File: src/sv/smbs_pkg.sv
// Shared types and constants for the SPI master byte shifter.
// No dependencies; imported by every module of the block except the checker.
`timescale 1ns / 1ps

package smbs_pkg;

  // operation codes carried on s_tuser
  localparam logic OP_TICK  = 1'b0;
  localparam logic OP_START = 1'b1;

  // register indexes, taken from paddr[3:2]
  localparam logic [1:0] REG_HALF_PERIOD    = 2'd0;
  localparam logic [1:0] REG_CLOCK_POLARITY = 2'd1;
  localparam logic [1:0] REG_CLOCK_PHASE    = 2'd2;
  localparam logic [1:0] REG_LSB_FIRST      = 2'd3;

  localparam logic [15:0] HALF_PERIOD_RESET = 16'd80;

  localparam int IN_DATA_W  = 16;
  localparam int OUT_DATA_W = 16;

  // live configuration seen by the shifter core
  typedef struct packed {
    logic [15:0] half_period;
    logic        clock_polarity;
    logic        clock_phase;
    logic        lsb_first;
    logic        polarity_write;  // polarity register written this cycle
  } cfg_t;

  // one result word, state after the item
  typedef struct packed {
    logic [7:0] rx_byte;
    logic       done_res;
    logic       busy_res;
    logic       select_level;
    logic       mosi_level;
    logic       sclk_level;
  } result_t;

endpackage

File: src/sv/smbs_cfg_regs.sv
// Configuration register file with APB-style access.
// Depends on smbs_pkg for register indexes and cfg_t.
`timescale 1ns / 1ps

module smbs_cfg_regs
  import smbs_pkg::*;
(
  input  logic        clk,
  input  logic        rst,
  input  logic        psel,
  input  logic        penable,
  input  logic        pwrite,
  input  logic [3:0]  paddr,
  input  logic [31:0] pwdata,
  output logic [31:0] prdata,
  output logic        pready,
  output cfg_t        cfg
);

  logic [15:0] half_period;
  logic        clock_polarity;
  logic        clock_phase;
  logic        lsb_first;
  logic        wr_en;
  logic [1:0]  reg_idx;

  assign pready  = 1'b1;
  assign reg_idx = paddr[3:2];
  assign wr_en   = psel & penable & pwrite & pready;

  // register writes
  always_ff @(posedge clk) begin
    if (rst) begin
      half_period    <= HALF_PERIOD_RESET;
      clock_polarity <= 1'b0;
      clock_phase    <= 1'b0;
      lsb_first      <= 1'b0;
    end else if (wr_en) begin
      case (reg_idx)
        REG_HALF_PERIOD:    half_period    <= pwdata[15:0];
        REG_CLOCK_POLARITY: clock_polarity <= pwdata[0];
        REG_CLOCK_PHASE:    clock_phase    <= pwdata[0];
        REG_LSB_FIRST:      lsb_first      <= pwdata[0];
        default: ;
      endcase
    end
  end

  // read mux
  always_comb begin
    case (reg_idx)
      REG_HALF_PERIOD:    prdata = {16'd0, half_period};
      REG_CLOCK_POLARITY: prdata = {31'd0, clock_polarity};
      REG_CLOCK_PHASE:    prdata = {31'd0, clock_phase};
      REG_LSB_FIRST:      prdata = {31'd0, lsb_first};
      default:            prdata = 32'd0;
    endcase
  end

  assign cfg.half_period    = half_period;
  assign cfg.clock_polarity = clock_polarity;
  assign cfg.clock_phase    = clock_phase;
  assign cfg.lsb_first      = lsb_first;
  // the core moves the idle clock level in the following cycle, once the register holds it
  assign cfg.polarity_write = wr_en && (reg_idx == REG_CLOCK_POLARITY);

endmodule

File: src/sv/smbs_core.sv
// Shifter core: divider, half-step counter, tx/rx shift registers and pins.
// Depends on smbs_pkg; computes one result word per accepted item.
`timescale 1ns / 1ps

module smbs_core
  import smbs_pkg::*;
#(
  parameter int HALF_STEPS = 17
) (
  input  logic       clk,
  input  logic       rst,
  input  logic       item_en,
  input  logic       operation,
  input  logic [7:0] tx_byte,
  input  logic       miso_level,
  input  cfg_t       cfg,
  output result_t    res
);

  localparam int STEP_W = $clog2(HALF_STEPS + 1);

  logic [15:0]       tick_count, tick_count_next;
  logic [STEP_W-1:0] half_step, half_step_next;
  logic [7:0]        tx_shift, tx_shift_next;
  logic [7:0]        rx_shift, rx_shift_next;
  logic              sclk_reg, sclk_reg_next;
  logic              mosi_reg, mosi_reg_next;
  logic              busy_reg, busy_reg_next;
  logic              done;

  logic [STEP_W-1:0] k;
  logic              odd, step, do_drive, do_sample, last;
  logic              pol_pending;
  logic              sclk_base;

  assign k    = half_step + STEP_W'(1);
  assign odd  = k[0];
  assign last = (k >= STEP_W'(HALF_STEPS));
  assign step = (operation == OP_TICK) && busy_reg && (tick_count >= cfg.half_period);

  // idle clock level already follows a polarity written in the previous cycle
  assign sclk_base = (pol_pending && !busy_reg) ? cfg.clock_polarity : sclk_reg;

  // phase 0 drives on odd half-steps; phase 1 drives on even, samples odd from the third
  assign do_drive  = cfg.clock_phase ? !odd : odd;
  assign do_sample = cfg.clock_phase ? (odd && (half_step != '0)) : !odd;

  // next state for one item
  always_comb begin
    tick_count_next = tick_count;
    half_step_next  = half_step;
    tx_shift_next   = tx_shift;
    rx_shift_next   = rx_shift;
    sclk_reg_next   = sclk_base;
    mosi_reg_next   = mosi_reg;
    busy_reg_next   = busy_reg;
    done            = 1'b0;
    if (operation == OP_START) begin
      if (!busy_reg) begin
        tx_shift_next   = tx_byte;
        rx_shift_next   = 8'd0;
        tick_count_next = 16'd0;
        half_step_next  = '0;
        busy_reg_next   = 1'b1;
        sclk_reg_next   = cfg.clock_polarity;
      end
    end else if (busy_reg) begin
      if (step) begin
        tick_count_next = 16'd0;
        if (do_drive) begin
          if (cfg.lsb_first) begin
            mosi_reg_next = tx_shift[0];
            tx_shift_next = {1'b0, tx_shift[7:1]};
          end else begin
            mosi_reg_next = tx_shift[7];
            tx_shift_next = {tx_shift[6:0], 1'b0};
          end
        end
        if (do_sample) begin
          if (cfg.lsb_first) begin
            rx_shift_next = {miso_level, rx_shift[7:1]};
          end else begin
            rx_shift_next = {rx_shift[6:0], miso_level};
          end
        end
        sclk_reg_next = odd ? cfg.clock_polarity : ~cfg.clock_polarity;
        if (last) begin
          half_step_next = '0;
          busy_reg_next  = 1'b0;
          done           = 1'b1;
        end else begin
          half_step_next = k;
        end
      end else begin
        tick_count_next = tick_count + 16'd1;
      end
    end
  end

  // state registers
  always_ff @(posedge clk) begin
    if (rst) begin
      tick_count  <= 16'd0;
      half_step   <= '0;
      tx_shift    <= 8'd0;
      rx_shift    <= 8'd0;
      sclk_reg    <= 1'b0;
      mosi_reg    <= 1'b0;
      busy_reg    <= 1'b0;
      pol_pending <= 1'b0;
    end else begin
      pol_pending <= cfg.polarity_write;
      if (item_en) begin
        tick_count <= tick_count_next;
        half_step  <= half_step_next;
        tx_shift   <= tx_shift_next;
        rx_shift   <= rx_shift_next;
        sclk_reg   <= sclk_reg_next;
        mosi_reg   <= mosi_reg_next;
        busy_reg   <= busy_reg_next;
      end else if (pol_pending && !busy_reg) begin
        // idle clock follows a new polarity
        sclk_reg <= cfg.clock_polarity;
      end
    end
  end

  // result word, state after the item
  assign res.sclk_level   = sclk_reg_next;
  assign res.mosi_level   = mosi_reg_next;
  assign res.select_level = busy_reg_next;
  assign res.busy_res     = busy_reg_next;
  assign res.done_res     = done;
  assign res.rx_byte      = done ? rx_shift_next : 8'd0;

endmodule

File: src/sv/smbs_out_reg.sv
// Output register stage on the master side of the stream.
// Depends on smbs_pkg for result_t; gives the input ready back to the top level.
`timescale 1ns / 1ps

module smbs_out_reg
  import smbs_pkg::*;
(
  input  logic                  clk,
  input  logic                  rst,
  input  logic                  load,
  input  result_t               res,
  output logic                  room,
  output logic                  m_tvalid,
  input  logic                  m_tready,
  output logic [OUT_DATA_W-1:0] m_tdata,   // sclk, mosi, select, busy, rx_byte[7:0], zero pad
  output logic                  m_tuser    // done_res
);

  result_t held;

  // a new word may enter when the stage is empty or being drained
  assign room = !m_tvalid || m_tready;

  always_ff @(posedge clk) begin
    if (rst) begin
      m_tvalid <= 1'b0;
    end else if (load) begin
      m_tvalid <= 1'b1;
    end else if (m_tready) begin
      m_tvalid <= 1'b0;
    end
  end

  // payload
  always_ff @(posedge clk) begin
    if (load) begin
      held <= res;
    end
  end

  assign m_tdata = {4'd0, held.rx_byte, held.busy_res, held.select_level,
                    held.mosi_level, held.sclk_level};
  assign m_tuser = held.done_res;

endmodule

File: src/sv/spi_master_byte_shifter.sv
// SPI master byte shifter, modes 0 to 3, one byte per transfer.
// An accepted word's result is registered and shows on the master side in the next cycle.
// Throughput: one word per cycle unless m_tready stalls the single output register stage.
// A transfer spans 17 half-steps of half_period+1 tick words each.
// Reset (rst, synchronous, active high) clears the shifter state, sets the
// registers to their defaults and empties the output stage.
`timescale 1ns / 1ps

module spi_master_byte_shifter
  import smbs_pkg::*;
#(
  parameter int HALF_STEPS = 17
) (
  input  logic                  clk,
  input  logic                  rst,
  input  logic                  s_tvalid,
  output logic                  s_tready,
  input  logic [IN_DATA_W-1:0]  s_tdata,   // tx_byte[7:0], miso_level, zero pad
  input  logic                  s_tuser,   // operation
  output logic                  m_tvalid,
  input  logic                  m_tready,
  output logic [OUT_DATA_W-1:0] m_tdata,   // sclk, mosi, select, busy, rx_byte[7:0], zero pad
  output logic                  m_tuser,   // done_res
  input  logic                  psel,
  input  logic                  penable,
  input  logic                  pwrite,
  input  logic [3:0]            paddr,
  input  logic [31:0]           pwdata,
  output logic [31:0]           prdata,
  output logic                  pready
);

  cfg_t    cfg;
  result_t res;
  logic    accept;
  logic    room;

  assign s_tready = room;
  assign accept   = s_tvalid && room;

  smbs_cfg_regs u_cfg (
    .clk     (clk),
    .rst     (rst),
    .psel    (psel),
    .penable (penable),
    .pwrite  (pwrite),
    .paddr   (paddr),
    .pwdata  (pwdata),
    .prdata  (prdata),
    .pready  (pready),
    .cfg     (cfg)
  );

  smbs_core #(
    .HALF_STEPS (HALF_STEPS)
  ) u_core (
    .clk        (clk),
    .rst        (rst),
    .item_en    (accept),
    .operation  (s_tuser),
    .tx_byte    (s_tdata[7:0]),
    .miso_level (s_tdata[8]),
    .cfg        (cfg),
    .res        (res)
  );

  smbs_out_reg u_out (
    .clk      (clk),
    .rst      (rst),
    .load     (accept),
    .res      (res),
    .room     (room),
    .m_tvalid (m_tvalid),
    .m_tready (m_tready),
    .m_tdata  (m_tdata),
    .m_tuser  (m_tuser)
  );

endmodule

File: config.mk
export PLATFORM = sky130hd
export DESIGN_NAME = spi_master_byte_shifter
export DESIGN_NICKNAME = d
export VERILOG_FILES = /design/src/sv/smbs_pkg.sv /design/src/sv/smbs_cfg_regs.sv /design/src/sv/smbs_core.sv /design/src/sv/smbs_out_reg.sv /design/src/sv/spi_master_byte_shifter.sv
export SDC_FILE = /design/constraint.sdc
export NUM_CORES = 1
export LEC_CHECK = 0
export CORE_AREA = 2 2 95 97
export DETAILED_ROUTE_END_ITERATION = 16
export DIE_AREA = 0 0 97 99
export DONT_BUFFER_PORTS = 1
export PLACE_DENSITY = 0.75
export SKIP_CTS_REPAIR_TIMING = 1
export SLEW_MARGIN = 20
export SYNTH_ARGS = -nofsm -noshare
export SYNTH_HDL_FRONTEND = slang
export SYNTH_SLANG_ARGS = --single-unit
File: constraint.sdc
create_clock -name clk -period 6.5 [get_ports clk]
set_input_delay 1.3 -clock clk [delete_from_list [all_inputs] [get_ports clk]]
set_output_delay 1.3 -clock clk [all_outputs]
set_load 0.02 [all_outputs]
======== After elaboration in Yosys (flattened, before gate mapping) ========
Cells that the tools add are included.
word-level totals
  logic and storage cells ................. 99
  bits in registers ....................... 73
  input bits .............................. 60
  output and inout bits ................... 52
cells by class
  add/subtract/negate cells ............... 2
  reductions and logical operators ........ 23
  muxes and demuxes ....................... 46
  eq/ne operators ......................... 4
  bitwise logic cells ..................... 4
  $lt $le $gt $ge ......................... 2
operators by type and width
  kind                   number
  $pmux 32 s4            1
  $mux 8                 12
  $mux 16                4
  $mux 5                 5
  $mux 1                 24
  $add 16x1->16 const B  1
  $ge 16x16->1           1
  $reduce_and 2->1       4
  $reduce_bool 2->1      4
  $logic_and 1x1->1      6
  $add 5x1->5 const B    1
  $ge 5x5->1 const B     1
  $reduce_and 5->1       1
  $reduce_bool 5->1      1
  $eq 2x2->1 const B     2
  $reduce_and 4->1       1
  $logic_not 1->1        3
  $reduce_and 3->1       1
  $and 1x1->1            2
  $eq 2x1->1 const B     1
  $logic_not 2->1        1
  $ne 2x2->1 const B     1
  $not 1->1              2
  $logic_or 1x1->1       1

======== Logic depth before layout (Yosys ltp) ========
Gate-level depths: netlist of run 1.
  word-level depth ........................ 7
  gate-level depth with buffers ........... 10
  mapped depth without buffers ............ 8

======== Cells and area by module ========
From an unflattened synthesis of run 1, not the netlist that was laid out.
unflattened totals
  cells, all modules ...................... 524
  area, all modules ....................... 4640.7 µm²
by module, submodules not included
  module                   cells an instance  sequential area each (µm²)  instances  area an instance (µm²)
  smbs_core                374                820.8                       1          2994.1
  smbs_cfg_regs            127                380.4                       1          1169.9
  smbs_out_reg             22                 410.4                       1          470.5
  spi_master_byte_shifter  1                  0.0                         1          6.3

======== Worst setup path before layout of run 1 ========
OpenSTA, ideal clock, no wires.
  kind .................................... input port to output port
  start point ............................. in paddr[2]
  end point ............................... out prdata[14]
  path buffers ............................ 2
  slack ................................... 3.002 ns
  arrival time ............................ 2.198 ns
  data required time ...................... 5.200 ns
  stages on the path ...................... 3
  path through ............................ clkbuf_1 > clkbuf_1 > nor3_1
on the way
  word-level cells in the longest chain between the ends .. 2
  elaborated cells between the ends (all ways) .. 5
  those cells by class .................... 3 x eq/ne; 1 x mux; 1 x reduce/logical
RTL lines
  item                                      RTL line                       source
  start: declaration                        spi_master_byte_shifter.sv:27  input logic [3:0] paddr,
  $eq 2x2->1, or another cell as far along  smbs_cfg_regs.sv:51            case (reg_idx)
  $pmux 32 s4 *                             smbs_cfg_regs.sv:51
  end: declaration                          spi_master_byte_shifter.sv:29  output logic [31:0] prdata,
Every way passes the cells marked *; elsewhere a longest branch is shown, timed or not. The select of a mux whose other input is x is not followed.

======== Worst setup path in the final report of run 1 ========
  start point ............................. in paddr[2]
  end point ............................... out prdata[9]
Same word-level chain as after synthesis.

==> results.md, run 1 <==
Worst setup path:
- The worst reg-to-reg path cell count is 8.
- The number of buffers and inverters on the critical path is 0.
- The cell class contributing the biggest share of worst-path delay is simple AND/OR/NAND/NOR gates.
- The critical path goes through nor3_1.
- STA classifies the critical path startpoint as an input port.
- The critical path starts at paddr[2].
- The worst register-to-register path ends at u_core.tick_count[6]$_SDFFE_PP0P_.
- In this run the number of cells on the critical path is 1.
- The reg-to-reg critical path startpoint is u_cfg.half_period[13]$_SDFFE_PP0P_.
- The biggest cell delay along the critical path is 550 ps.
- Of all nets on the critical path, the largest fanout is 20.
- The slowest stage of the critical path is the nor3_1 cell.
- For flop-to-flop paths, the worst setup slack is 3530 ps.
- The critical path in this run is classified as in2out.
- Data on the critical path is required at its endpoint by approximately 5200 ps.
- The critical path ends at prdata[9].
- The worst setup path is captured at an output port.
- The signal arrival time at the worst endpoint is about 1900 ps.

Clock tree:
- The maximum count of clock buffers along a single path is 2.
- In this run the clock root is driven by a clkbuf_8.
- The H-tree depth reported by CTS is 3.
- TritonCTS built the clock tree.
- The clock reaches the later pin of the worst-skew pair after around 350 ps.
- The number of clock sinks is 73.
- Clock-pin slew was measured on the worst setup and hold paths at roughly 90 ps.
- Counting the buffers created by CTS gives 9.

Floorplan:
- The area of the die is around 9600 um2.
- The die height is 99 um.
- The die outline width is between 90 and 100 um.
- The core box area is between 8000 and 9000 um2.
- Pin placement for this block handled approximately 110 I/O pins.
- The row count is 34.
- The effective utilization at floorplan is between 40% and 50%.

Final layout:
- The number of nets in the finished design is 553.
- The fraction of final layout cells sized beyond drive strength 1 is under 10%.
- The post-route non-filler standard cell count is 586.
- The number of fillers in the final layout is between 800 and 900.
- The number of diodes added for antenna fixing is 0.
- The area growth from synthesis to layout is 4.19%.

GRT:
- The via count of the first global-routing pass is about 3300.
- Entering global routing, the biggest net connects 42 pins.
- The overall fraction of global-route tracks in use is around a fifth.
- The number of antenna violations at the first check in global routing is 0.
- Global routing finished with a remaining overflow of 0.
- The first global-routing pass estimated roughly 16000 um of wire.

Timing:
- The highest clock rate is roughly 320 MHz.
- Setup repair after global routing left no endpoint under its margin.
- The ratio of final minimum period to clock period is 48.6%.
- The max-slew headroom at the worst pin is between 30% and 40%.
- Setup violations remaining at the end of the flow were counted as 0.
- The final setup slack of the worst path is approximately 3300 ps.
- For the pin with the worst max-slew slack, the measured transition is between 1000 and 1500 ps.
- The count of final hold-check violations is 0.
- The number of pins with negative max-slew slack in the final report is 0.
- For the final routed database, the setup TNS stands at 0 ps.
- Across the routed clock network, the largest skew measured is 15.2 ps.
- The final critical-path required period is around 3200 ps.

Drt:
- The highest routing layer actually used is met4.
- The ratio of routed vias to standard cells is 5.90.
- Detailed routing inserted a total of around 3500 vias.
- In this run, the number of DRC markers left after iteration 0 of detailed routing was approximately 160.
- Summed over all nets, wire length on met2 after detailed routing comes to approximately 4700 um.
- Dividing the detail-routed wire length by the instance count gives about 16 um.
- The detailed-route wire length on metal 1 is roughly 4100 um.
- The detail route stage leaves a number of antenna-violating nets equal to 0.
- The wire length after detailed routing is ~9400 um.
- After detailed routing, the met3 layer carries between 400 and 500 um of wire.
- The number of iterations in the first detailed-routing pass is 4.
- The number of design rule violations left after detail routing is 0.

Place:
- The quantity of I/O buffers inserted on ports is 0.
- Timing analysis after detailed placement gives a worst setup slack of about 3200 ps.
- The final weighted congestion of routability-driven global placement is roughly 0.85.
- The cell count after placement is 570.
- The wire-length estimate of the detail-placed layout is 6650 um.

Logic synthesis:
- After synthesis, flip-flops and latches occupy 37.5% of the total area.
- The largest area contributor in the netlist is dfxtp_1.
- Dividing the synthesized area by the synthesized cell count gives ~8.6 um2.
- Counting flops with an async set or reset pin after synthesis yields a share of 0%.
- After technology mapping, the gate count stands at 488.
- For this run, the leading register cell type out of synthesis is dfxtp_1.
- The mapped netlist covers about 4200 um2.
- The number of unique standard cell types used by synthesis is 65.
- The synthesized design contains 12 enable-type register cells.
- The number of synthesized register bits is 73.
- Yosys attributes the largest share of cell area to dfxtp_1 29%, edfxtp_1 8.5%, ha_1 5.9%.
- The number of warnings printed during yosys synthesis is 0.
- The top cell type by area accounts for approximately 29% of the synthesized area.

Pwr:
- In this run the static leakage power is ~1.6 nW.
- For this design the ratio of total power to cell area is 220 nW/um2.
- The peak supply drop is 0.000105 V.
- After layout, the design draws a total of ~0.97 mW.

Min path:
- The type of the worst min-delay path is reg2reg.

Run:
- The number of violations of the max-capacitance limit is 0.

Outcome:
- The flow ran to the end, and the final reports show no timing, DRC or antenna violations.
-- worst min-delay path by stage --
stage	from	end	slack, ps	cells past startpoint
final	u_cfg.half_period[2]$_SDFFE_PP0P_	u_cfg.half_period[2]$_SDFFE_PP0P_	450	2
after detailed placement	u_cfg.half_period[1]$_SDFFE_PP0P_	u_cfg.half_period[1]$_SDFFE_PP0P_	440	2
after global placement	u_cfg.half_period[1]$_SDFFE_PP0P_	u_cfg.half_period[1]$_SDFFE_PP0P_	440	2
after floorplan	u_cfg.half_period[10]$_SDFFE_PP0P_	u_cfg.half_period[10]$_SDFFE_PP0P_	440	2
after global routing	u_cfg.half_period[2]$_SDFFE_PP0P_	u_cfg.half_period[2]$_SDFFE_PP0P_	470	2
after CTS	u_cfg.half_period[1]$_SDFFE_PP0P_	u_cfg.half_period[1]$_SDFFE_PP0P_	450	2
-- cells by family after synthesis --
kind of cell | synth area share [%]
flops | 37.5
simple gates | 21.8
other cells | 0.178
xor+xnor | 3.74
buf+inv | 8.85
fa+ha+maj | 5.94
mux | 5.28
compound gates | 16.7
-- routing by layer --
metal / vias up / track usage [%]
li1: 1671 / -
met1: 1669 / 24.8
met2: 108 / 34.7
met3: 11 / 4.75
met4: 0 / 6.61
met5: - / 0
-- synthesized netlist by cell type (2+ instances only) --
cell type,instances
a21oi_1,33
nor3b_1,3
a22o_2,6
a22o_1,2
a211o_1,2
ha_1,20
o21ai_0,23
mux2i_1,11
nor2b_1,2
a31oi_1,4
or3_1,2
buf_4,24
a32o_1,2
a21boi_0,8
nor2_1,31
nor3_1,24
conb_1,2
nor4_1,2
mux2_2,8
inv_1,24
nand3_1,26
nand2_1,52
xnor2_1,9
or3_4,2
and3_1,12
a21o_1,2
nand4_1,13
xor2_1,9
o31ai_1,3
buf_1,6
edfxtp_1,12
a31o_2,2
dfxtp_1,61
buf_6,2
o21a_1,3
buf_2,3
clkbuf_1,10
-- worst reg2reg max path: stages, from the launching register on --
cell and delay [ps]:
dfxtp_1 350, inv_1 60, ha_1 320, nand4_1 170, or3_4 450, or3_1 420, nand4_1 430, a21o_1 520
nor2_1 110
-- layout make-up --
class / instances / area [um2] / area share, %
Tap cell: 108 / 135 / 3.08
Multi-Input combinational cell: 364 / 2340 / 53.2
Timing Repair Buffer: 1 / 7.51 / 0.171
Inverter: 24 / 90.1 / 2.05
Clock buffer: 11 / 153 / 3.48
Sequential cell: 73 / 1580 / 36.0
Clock inverter: 5 / 86.3 / 1.97
-- stage by stage --
| step | instance area [um2] | hold WS, ps | util, % |
|---|---|---|---|
| floorplan | 4290 | 436 | - |
| global placement | 4150 | 437 | 48.6 |
| detailed placement | 4150 | 442 | 48.6 |
| CTS | 4390 | 455 | 51.4 |
| global route | 4390 | 473 | 51.4 |
| finish | 4390 | 453 | 51.4 |
-- cell usage in the layout (no fill, tap or decap), drive strengths merged, types with 12 or more instances in the layout --
master | netlist | layout
inv | 24 | 24
nand3 | 27 | 27
conb | 2 | 21
o21ai | 23 | 23
edfxtp | 12 | 12
a21oi | 33 | 33
nand4 | 13 | 13
nor3 | 26 | 26
nand2 | 52 | 52
nor2 | 31 | 31
ha | 20 | 20
and3 | 12 | 12
dfxtp | 61 | 61
-- power by group --
group	switching (mW)	internal (mW)	leakage, nW
combinational	0.0440	0.0186	0.878
clock	0.181	0.242	0.119
sequential	0.0123	0.468	0.612
total	0.237	0.728	1.61
No activity file was read; power rests on OpenSTA's default activity.
==> run 2, diff against run 1 <==
Clock period 6.5 ns to 3.2 ns, I/O delays scaled along.
==> results.md, run 2 (synthesized netlist as in run 1, its figures left out) <==
Worst setup path:
- Crit path cell chain: inv_1, ha_1, nand2b_4, a2111oi_2, nor3_2, o311ai_2, nor2_1, o21a_1 (was nor3_1).
- The capturing element type of the critical path was a register (was output port).
- The highest-delay cell along the critical path is o311ai_2 (was nor3_1).
- The reg-to-reg critical path startpoint is u_core.tick_count[0]$_SDFFE_PP0P_ (was u_cfg.half_period[13]$_SDFFE_PP0P_).
- The register-to-register setup slack is 360 ps (was 3530 ps).
- The cell class contributing the biggest share of worst-path delay is compound AO/OA/AOI/OAI gates (was simple AND/OR/NAND/NOR gates).
- The number of cells on the critical path came to 8 (was 1).
- The biggest fanout along the worst timing path is 10 (was 20).
- The last element of the critical path is u_out.m_tdata[11]$_SDFFCE_PN0P_ (was prdata[9]).
- The type of origin of the critical path was a register (was input port).
- The origin of the worst setup path is u_core.tick_count[0]$_SDFFE_PP0P_ (was paddr[2]).
- The reg-to-reg endpoint is u_out.m_tdata[11]$_SDFFCE_PN0P_ (was u_core.tick_count[6]$_SDFFE_PP0P_).
- The biggest cell delay along the critical path came to 830 ps (was 550 ps).
- The worst reg-to-reg path cell count was 8 (unchanged).
- The signal arrival time at the worst endpoint is 2950 ps (was 1860 ps).
- The data required time of the worst path is 3310 ps (was 5200 ps).
- The kind of critical path is reg2reg (was in2out).
- The buffering stage count on the worst path with inverters included is 1 (was 0).

Floorplan:
- The effective utilization at floorplan is 49.3% (unchanged).
- The die height is 99 um (unchanged).
- The top-level port count is 112 (unchanged).
- The core box area is 8550 um2 (unchanged).
- The row count is 34 (unchanged).
- The area of the die is 9600 um2 (unchanged).
- The die outline width came to 97 um (unchanged).

Pwr:
- The fraction of power consumed by sequential logic is 54.0% (was 49.8%).
- The total power of the final layout came to 1.80 mW (was 0.965 mW).
- The areal power density over the cells is 412 nW/um2 (was 220 nW/um2).
- The peak supply drop is 0.000199 V (was 0.000105 V).
- The portion of total power attributed to combinational logic is 7.3% (was 6.5%).
- The cell-internal power is 1.32 mW (was 0.728 mW).
- The portion of total power attributed to the clock network is 38.7% (was 43.8%).
- The net switching fraction of the power is 26.9% (was 24.5%).
- The leakage component of the power is 1.61 nW (about the same).
- The net switching power figure is 0.485 mW (was 0.237 mW).

Final layout:
- The post-layout instance area is 4380 um2 (was 4390 um2).
- The area overhead of the layout relative to synthesis is 3.95% (was 4.19%).
- The number of diodes added for antenna fixing was 0 (unchanged).
- The number of nets in the finished design is 559 (was 553).
- The number of fillers in the final layout is 803 (was 801).
- The register cell area after layout is 1580 um2 (unchanged).
- Highest-count cells in the layout ignoring fill and taps: 61 x dfxtp_1, 52 x nand2_1, 33 x a21oi_1 (unchanged).
- The post-route non-filler standard cell count is 592 (was 586).
- The fraction of final layout cells sized beyond drive strength 1 is 10.7% (was 9.62%).
- The most common library cell in the layout ignoring fill and taps is dfxtp_1 (unchanged).
- The multi-input combinational cell area is 2330 um2 (was 2340 um2).
- The fraction of the core area covered by cells at the end of the flow is 51.2% (was 51.4%).

Drt:
- The routed via count is 3406 (was 3459).
- The starting DRC count in detailed routing came to 138 (was 159).
- The remaining number of nets flagged by the antenna check after routing was 0 (unchanged).
- The number of iterations in the first detailed-routing pass is 4 (unchanged).
- The ratio of routed vias to standard cells came to 5.75 (was 5.90).
- The wire length after detailed routing was 9390 um (was 9420 um).
- The routed length per instance came to 15.9 um (was 16.1 um).
- The number of design rule violations left after detail routing is 0 (unchanged).

Timing:
- Based on the critical path, the design can be clocked at up to between 300 and 400 MHz.
- The setup clock skew after layout came to 14.2 ps (was 15.2 ps).
- The measured slew at the worst slew-check pin is 951 ps (was 1040 ps).
- The final critical-path required period is approximately 2800 ps.
- The final setup violation count is 0 (unchanged).
- The max-slew headroom at the worst pin came to 36.5% (was 30.1%).
- The total negative slack is 0 ps (unchanged).
- The count of final hold-check violations is 0 (unchanged).
- The final setup slack of the worst path is 357 ps (was 3340 ps).
- The number of pins with negative max-slew slack in the final report was 0 (unchanged).
- RSZ-0062 raised after global routing: no (unchanged).
- Of the available clock period, the critical path in the final layout requires 88.8%.
- The worst-case hold slack came to 363 ps (was 453 ps).

Clock tree:
- The maximum count of clock buffers along a single path is 2 (unchanged).
- The post-CTS clock slew at the launch and capture registers of the worst setup and hold paths is 80 ps (was 90 ps).
- The clock network latency to the later pin of the worst-skew pair came to 350 ps (about the same).
- The TritonCTS buffer count came to 9 (unchanged).
- The CTS tree is built (unchanged).
- The H-tree depth reported by CTS was 3 (unchanged).
- The root buffer cell was clkbuf_8 (unchanged).
- The number of clock sinks came to 73 (unchanged).

Place:
- The quantity of I/O buffers inserted on ports is 0 (unchanged).
- The placed cell area is 4190 um2 (was 4150 um2).
- The final weighted congestion of routability-driven global placement came to 0.888 (was 0.849).
- The minimum setup slack after placement is 381 ps (was 3190 ps).
- The detailed placement HPWL is 6710 um (was 6650 um).
- The cell count after placement is 576 (was 570).

Outcome:
- Run status: finished clean (unchanged).

Min path:
- The type of the worst min-delay path was in2reg (was reg2reg).

GRT:
- The overall fraction of global-route tracks in use came to 20.2% (was 20.1%).
- The total congestion overflow after global routing was 0 (unchanged).
- The via count of the first global-routing pass is 3307 (was 3288).
- The largest net degree at the start of global routing is 42 (unchanged).
- The number of antenna violations at the first check in global routing is 0 (unchanged).
- The wire length of the first global-routing pass is 15800 um (was 15900 um).

Run:
- The number of violations of the max-capacitance limit is 0 (unchanged).
## run 2: changes by cell type in the layout (fill, tap and decap cells not counted), sizes merged
cell	change
inv	+1
bufinv	-2
buf	+6
clkinvlp	+1
## run 2: cell type report
class / count / share of cell area (%)
multi-input cells: 364 / 53.2
flip-flops and latches: 73 / 36.1
clock buffers: 11 / 3.46
well taps: 108 / 3.08
inverters: 24 / 2.06
repair buffers: 7 / 1.20
clock inverters: 5 / 0.885
## run 2: power by group through the flow
| stage | Sequential (mW) | Clock, mW | Combinational (mW) |
|---|---|---|---|
| after floorplan | 0.991 | 0 | 0.145 |
| final | 0.974 | 0.698 | 0.132 |
| after CTS | 0.975 | 0.716 | 0.131 |
| after global routing | 0.976 | 0.754 | 0.147 |
| after detailed placement | 0.996 | 0 | 0.131 |
| after global placement | 0.995 | 0 | 0.128 |
## run 2: worst min path at each step
stage	start	to	slack [ps]	cells after the start
CTS	rst	u_core.tx_shift[5]$_SDFFE_PP0P_	330	1
floorplan	u_cfg.half_period[10]$_SDFFE_PP0P_	u_cfg.half_period[10]$_SDFFE_PP0P_	440	2
finish	rst	u_out.m_tvalid$_SDFFE_PP0P_	360	1
global placement	u_cfg.half_period[1]$_SDFFE_PP0P_	u_cfg.half_period[1]$_SDFFE_PP0P_	440	2
detailed placement	u_cfg.half_period[14]$_SDFFE_PP0P_	u_cfg.half_period[14]$_SDFFE_PP0P_	440	2
global route	rst	u_out.m_tvalid$_SDFFE_PP0P_	340	1
## run 2: metal layers
layer	vias to the layer above	track usage, %	share of wire (%)
met4	0	7.69	2.0
met2	102	33.8	49
li1	1690	-	-
met3	13	5.18	5.1
met1	1601	25.1	44
met5	-	0	0
